<file path="src/rtl/core/dtbpw_pkg.sv">
// Shared constants, command/status types and helpers of the depth-tested pixel writer.
package dtbpw_pkg;

	localparam int MAX_WIDTH  = 256;
	localparam int MAX_HEIGHT = 256;
	localparam int STORE_SIZE = MAX_WIDTH * MAX_HEIGHT;
	localparam int ADDR_W     = $clog2(STORE_SIZE);

	localparam int CFG_W      = 9;
	localparam int CFG_MAX    = (1 << CFG_W) - 1;
	localparam int WIDTH_CAP  = (MAX_WIDTH > CFG_MAX) ? CFG_MAX : MAX_WIDTH;
	localparam int HEIGHT_CAP = (MAX_HEIGHT > CFG_MAX) ? CFG_MAX : MAX_HEIGHT;
	localparam int IDX_W      = 2 * CFG_W + 1;
	localparam int CFG_IDX_W  = 1;

	localparam int COORD_W    = 16;
	localparam int CH_W       = 8;
	localparam int NUM_CH     = 4;
	localparam int COLOR_W    = CH_W * NUM_CH;
	localparam int DEPTH_W    = 32;
	localparam int SUM_W      = 2 * CH_W;

	localparam int IN_DATA_W  = 2 * COORD_W + COLOR_W + DEPTH_W;
	localparam int IN_USER_W  = 1;
	localparam int OUT_DATA_W = COLOR_W;
	localparam int STATUS_W   = 2;

	localparam logic [DEPTH_W-1:0] DEPTH_FAR = {1'b0, {(DEPTH_W-1){1'b1}}};
	localparam logic [CH_W-1:0]    CH_MAX    = {CH_W{1'b1}};

	localparam logic [IN_USER_W-1:0] OP_DRAW  = 1'b0;
	localparam logic [IN_USER_W-1:0] OP_CLEAR = 1'b1;

	localparam logic [STATUS_W-1:0] ST_WRITTEN = 2'd0;
	localparam logic [STATUS_W-1:0] ST_CLIPPED = 2'd1;
	localparam logic [STATUS_W-1:0] ST_CLEARED = 2'd2;

	localparam logic [CFG_IDX_W-1:0] REG_FRAME_WIDTH  = 1'b0;
	localparam logic [CFG_IDX_W-1:0] REG_FRAME_HEIGHT = 1'b1;

	localparam logic [CFG_W-1:0] FRAME_WIDTH_RST  = 9'd256;
	localparam logic [CFG_W-1:0] FRAME_HEIGHT_RST = 9'd256;

	typedef struct packed {
		logic                load_in;
		logic                load_addr;
		logic                rd_en;
		logic                load_blend;
		logic                clr_wr;
		logic                draw_wr;
		logic                load_out;
		logic [STATUS_W-1:0] out_status;
	} dp_cmd_t;

	typedef struct packed {
		logic is_clear;
		logic clip;
		logic clr_last;
	} dp_sts_t;

	// floor(v / 255) for v up to 255*255, by reciprocal-style add and shift
	function automatic logic [CH_W-1:0] div255(input logic [SUM_W-1:0] v);
		logic [SUM_W:0] v1;
		logic [SUM_W:0] t;
		v1 = {1'b0, v} + (SUM_W+1)'(1);
		t  = v1 + (v1 >> CH_W);
		return t[SUM_W-1:CH_W];
	endfunction

endpackage

</file>
<file path="src/rtl/core/dtbpw_ctrl.sv">
// Controller: item sequencing, clear sweep and output handshake.
module dtbpw_ctrl
	import dtbpw_pkg::*;
(
	input  logic    clk,
	input  logic    arst_n,
	input  logic    s_tvalid,
	output logic    s_tready,
	output logic    m_tvalid,
	input  logic    m_tready,
	input  dp_sts_t sts,
	output dp_cmd_t cmd
);

	localparam logic [2:0] S_IDLE  = 3'd0;
	localparam logic [2:0] S_ADDR  = 3'd1;
	localparam logic [2:0] S_READ  = 3'd2;
	localparam logic [2:0] S_BLEND = 3'd3;
	localparam logic [2:0] S_CLEAR = 3'd4;
	localparam logic [2:0] S_EMIT  = 3'd5;

	logic [2:0]          state_q, state_nxt;
	logic [STATUS_W-1:0] status_q, status_nxt;
	logic                out_valid_q;
	logic                out_free;

	assign out_free = !out_valid_q || m_tready;

	always_comb begin
		state_nxt  = state_q;
		status_nxt = status_q;
		cmd        = '0;
		s_tready   = 1'b0;
		unique case (state_q)
			S_IDLE: begin
				s_tready = 1'b1;
				if (s_tvalid) begin
					cmd.load_in = 1'b1;
					state_nxt   = S_ADDR;
				end
			end
			S_ADDR: begin
				cmd.load_addr = 1'b1;
				state_nxt     = sts.is_clear ? S_CLEAR : S_READ;
			end
			S_READ: begin
				if (sts.clip) begin
					status_nxt = ST_CLIPPED;
					state_nxt  = S_EMIT;
				end else begin
					cmd.rd_en = 1'b1;
					state_nxt = S_BLEND;
				end
			end
			S_BLEND: begin
				cmd.load_blend = 1'b1;
				status_nxt     = ST_WRITTEN;
				state_nxt      = S_EMIT;
			end
			S_CLEAR: begin
				cmd.clr_wr = 1'b1;
				if (sts.clr_last) begin
					status_nxt = ST_CLEARED;
					state_nxt  = S_EMIT;
				end
			end
			S_EMIT: begin
				cmd.out_status = status_q;
				if (out_free) begin
					cmd.load_out = 1'b1;
					cmd.draw_wr  = (status_q == ST_WRITTEN);
					state_nxt    = S_IDLE;
				end
			end
			default: state_nxt = S_IDLE;
		endcase
	end

	always_ff @(posedge clk or negedge arst_n) begin
		if (!arst_n) begin
			state_q     <= S_IDLE;
			status_q    <= ST_WRITTEN;
			out_valid_q <= 1'b0;
		end else begin
			state_q  <= state_nxt;
			status_q <= status_nxt;
			if (cmd.load_out) begin
				out_valid_q <= 1'b1;
			end else if (m_tready) begin
				out_valid_q <= 1'b0;
			end
		end
	end

	assign m_tvalid = out_valid_q;

endmodule

</file>
<file path="config.mk">
export PLATFORM = sky130hd
export DESIGN_NAME = dtbpw_ctrl
export DESIGN_NICKNAME = d
export VERILOG_FILES = /design/src/rtl/core/dtbpw_pkg.sv /design/src/rtl/core/dtbpw_ctrl.sv
export SDC_FILE = /design/constraint.sdc
export NUM_CORES = 1
export LEC_CHECK = 0
export BUFFER_PORTS_ARGS = -buffer_cell sky130_fd_sc_hd__buf_2
export CAP_MARGIN = 0
export CORE_AREA = 2 2 39 41
export DETAILED_ROUTE_END_ITERATION = 10
export DIE_AREA = 0 0 41 43
export PLACE_DENSITY = 0.6
export SYNTH_ARGS = -nofsm -noshare
export SYNTH_HDL_FRONTEND = slang
export SYNTH_SLANG_ARGS = --single-unit
export TNS_END_PERCENT = 100
</file>
<file path="constraint.sdc">
create_clock -name clk -period 3.1 [get_ports clk]
set_input_delay 0.155 -clock clk [delete_from_list [all_inputs] [get_ports clk]]
set_output_delay 0.155 -clock clk [all_outputs]
set_load 0.01 [all_outputs]
</file>
==> qor.json <==
{
  "synth.yosys.warnings": 0,
  "worst_hold_path.num_cells": 3,
  "syn-num-nets": 50,
  "globalRouteOverflowTotal": 0,
  "status": "finished, final reports clean",
  "path_max_fanout": 9,
  "worst_hold_start": "sts[2]",
  "tightestPinTransition_ps": 433.5,
  "hp-class": "in -> reg",
  "cts_tree": "built",
  "route.vias.total": 353,
  "ant_nets": 0,
  "track_usage": 0.1109,
  "totalNegativeSetupSlack_ps": 0,
  "route.detailed.drc": 0,
  "synthDistinctLibCells": 20,
  "launching_point_of_the_worst_reg2reg_path": "state_q[2]",
  "capture_instance_of_the_worst_register_to_register_path": "m_tvalid",
  "tritoncts_buffers": 3,
  "routed_via_density": 4.526,
  "power_per_cell_area_nw_per_um2": 867.6,
  "drive_gt1_frac": 0.3710,
  "crit_type": "reg -> out",
  "end_kind": "output port",
  "timing.final.crit_share": 0.5462,
  "netlist_instances": 43,
  "initial_util": 0.2658,
  "crit_required_ps": 2940,
  "r2r_cells": 3,
  "h-tree-depth": 1,
  "pin_count": 18,
  "synth.avg_cell_area_um2": 8.555,
  "post_cts.repair.setup_buffers": 0,
  "fin_worst_hold_slack_ps": 195.4,
  "final_cell_mix": "sky130_fd_sc_hd__buf_2 (17), sky130_fd_sc_hd__nor2_1 (6), sky130_fd_sc_hd__dfrtp_1 (6)",
  "dp.final_hpwl_um": 650.1,
  "worst-endpoint-arrival_ps": 1540,
  "synth-seq-cells": 6,
  "final_hold_viol_count": 0,
  "std_cell_rows": 14,
  "finalClockSkew_ps": 6.856,
  "maxClockFrequency_mhz": 590.6,
  "static-leakage-power_nw": 0.2735,
  "setup_repair_after_global_routing_missed_its_margin": "no",
  "worstSetupStartpointType": "register",
  "setup_violations": 0,
  "clock_sink_count": 6,
  "final-max-slew-violation-count": 0,
  "synth_area_um2": 367.9,
  "clock_path_buffers": 2,
  "finish.utilization": 0.3590,
  "proportion_of_synthesized_chip_area_in_sequential_cells": 0.4082,
  "post-layout-total-power_uw": 430.9,
  "timing.reg2reg.setup_slack_ps": 1940,
  "hold_path_end": "state_q[1]",
  "clk_transition_reported_paths_ps": 50,
  "final.min_clock_period_ps": 1693,
  "core_um2": 1384,
  "timing.slew.headroom": 0.7104,
  "root_buffer": "sky130_fd_sc_hd__clkbuf_4",
  "layout_commonest_cell": "sky130_fd_sc_hd__buf_2",
  "clkLatencyLatePin_ps": 250,
  "area_enclosed_by_the_die_boundary_um2": 1763,
  "yosys.area.top_type_share": 0.4082,
  "synthTopCellsByArea": "sky130_fd_sc_hd__dfrtp_1 (41%), sky130_fd_sc_hd__nor2_1 (6.1%), sky130_fd_sc_hd__nor4_4 (5.8%)",
  "finish.net_count": 71,
  "avgRoutedWirePerCell_um": 10.88,
  "cell_taking_the_most_area_after_synthesis": "sky130_fd_sc_hd__dfrtp_1",
  "number_of_global_route_vias_before_repair": 302,
  "grt_pass1_wl_mm": 1.269,
  "worst_ir_drop_vdd_mv": 0.3529,
  "finalWirelength_um": 849,
  "die_h_um": 43,
  "placement.io_buffers": 17,
  "drt_pass1_iterations": 4,
  "drt_first_iter_violations": 6,
  "final.setup.worst_slack_ps": 1407,
  "number_of_antenna_violations_at_the_first_check_in_global_routing": 0,
  "grt_start_max_net_pins": 12,
  "timing.max_cap.violations": 0,
  "gp_congestion": 0.7858,
  "syn_to_final_growth_pct": 35.03,
  "die_w_um": 41,
  "placement.setup.worst_slack_ps": 1665,
  "antenna-diode-count": 0
}
Yosys cell counts (all sizes together):
cell / instances
a21oi: 3
o22ai: 1
o311a: 1
dfrtp: 6
a21o: 1
nor4: 1
nor3: 3
clkbuf: 1
nor2b: 1
inv: 5
buf: 1
nand2b: 2
or3: 1
mux2i: 1
and2: 2
o21ai: 4
nand3b: 1
and3: 2
nor2: 6
state kept, by name (all words and copies together), names as in the netlist:
register,flops
state_q,3
m_tvalid,1
status_q,2
power by group:
group | internal (mW) | leakage (nW) | switching, mW
clock | 0.0440 | 0.0138 | 0.0308
sequential | 0.106 | 0.0735 | 0.0458
combinational | 0.0950 | 0.186 | 0.110
total | 0.245 | 0.274 | 0.186
how the worst max path moves through the flow:
stage                     startpoint  endpoint  slack (ps)
final                     state_q[2]    cmd[3]        1410
after global routing      state_q[2]    cmd[3]        1280
after CTS                 state_q[2]    cmd[3]        1400
after detailed placement  state_q[2]    cmd[3]        1670
after global placement    state_q[2]    cmd[3]        1690
after floorplan           state_q[1]    cmd[8]        1830
repair_timing:
item	4_1_cts	5_1_grt
hold buffers	1	0
endpoints found under the hold margin	6	0
resized for setup	0	0
routing by layer:
metal	vias to the layer above	track usage	wire, µm
met5	-	0	0
met4	0	0.1000	14
met2	17	0.1375	368
li1	186	-	-
met1	148	0.1531	402
met3	2	0.02094	64
cells by family (layout without fill, tap and decap cells):
logic type             after synthesis  count (layout)  share of synthesized area
muxes                                1               1                    0.02721
DFF                                  6               6                     0.4082
and+or+nand+nor                     19              19                     0.3299
AOI/OAI and AO/OA                   10              10                     0.1599
buffers and inverters                7              26                    0.07479
cell type report:
type,instances,area [µm²]
sequential,6,150.1
fill,156,887.1
clock buffer,3,22.52
inverter,5,18.77
tap,16,20.02
multi-input combinational,30,190.2
timing repair buffer,18,95.09
per-stage QoR:
step           area (µm²)  std cells
4_1_cts             496.7         78
2_1_floorplan       367.9         43
3_5_place_dp        464.2         74
5_1_grt             496.7         78
3_3_place_gp        464.2         74
6_report            496.7         78
critical path: stages, from the launching register on:
cell and delay, ps:
sky130_fd_sc_hd__dfrtp_1 480, sky130_fd_sc_hd__inv_1 140, sky130_fd_sc_hd__or3_4 390, sky130_fd_sc_hd__nor4_4 130
sky130_fd_sc_hd__buf_2 160
No activity file was read; power rests on OpenSTA's default activity.
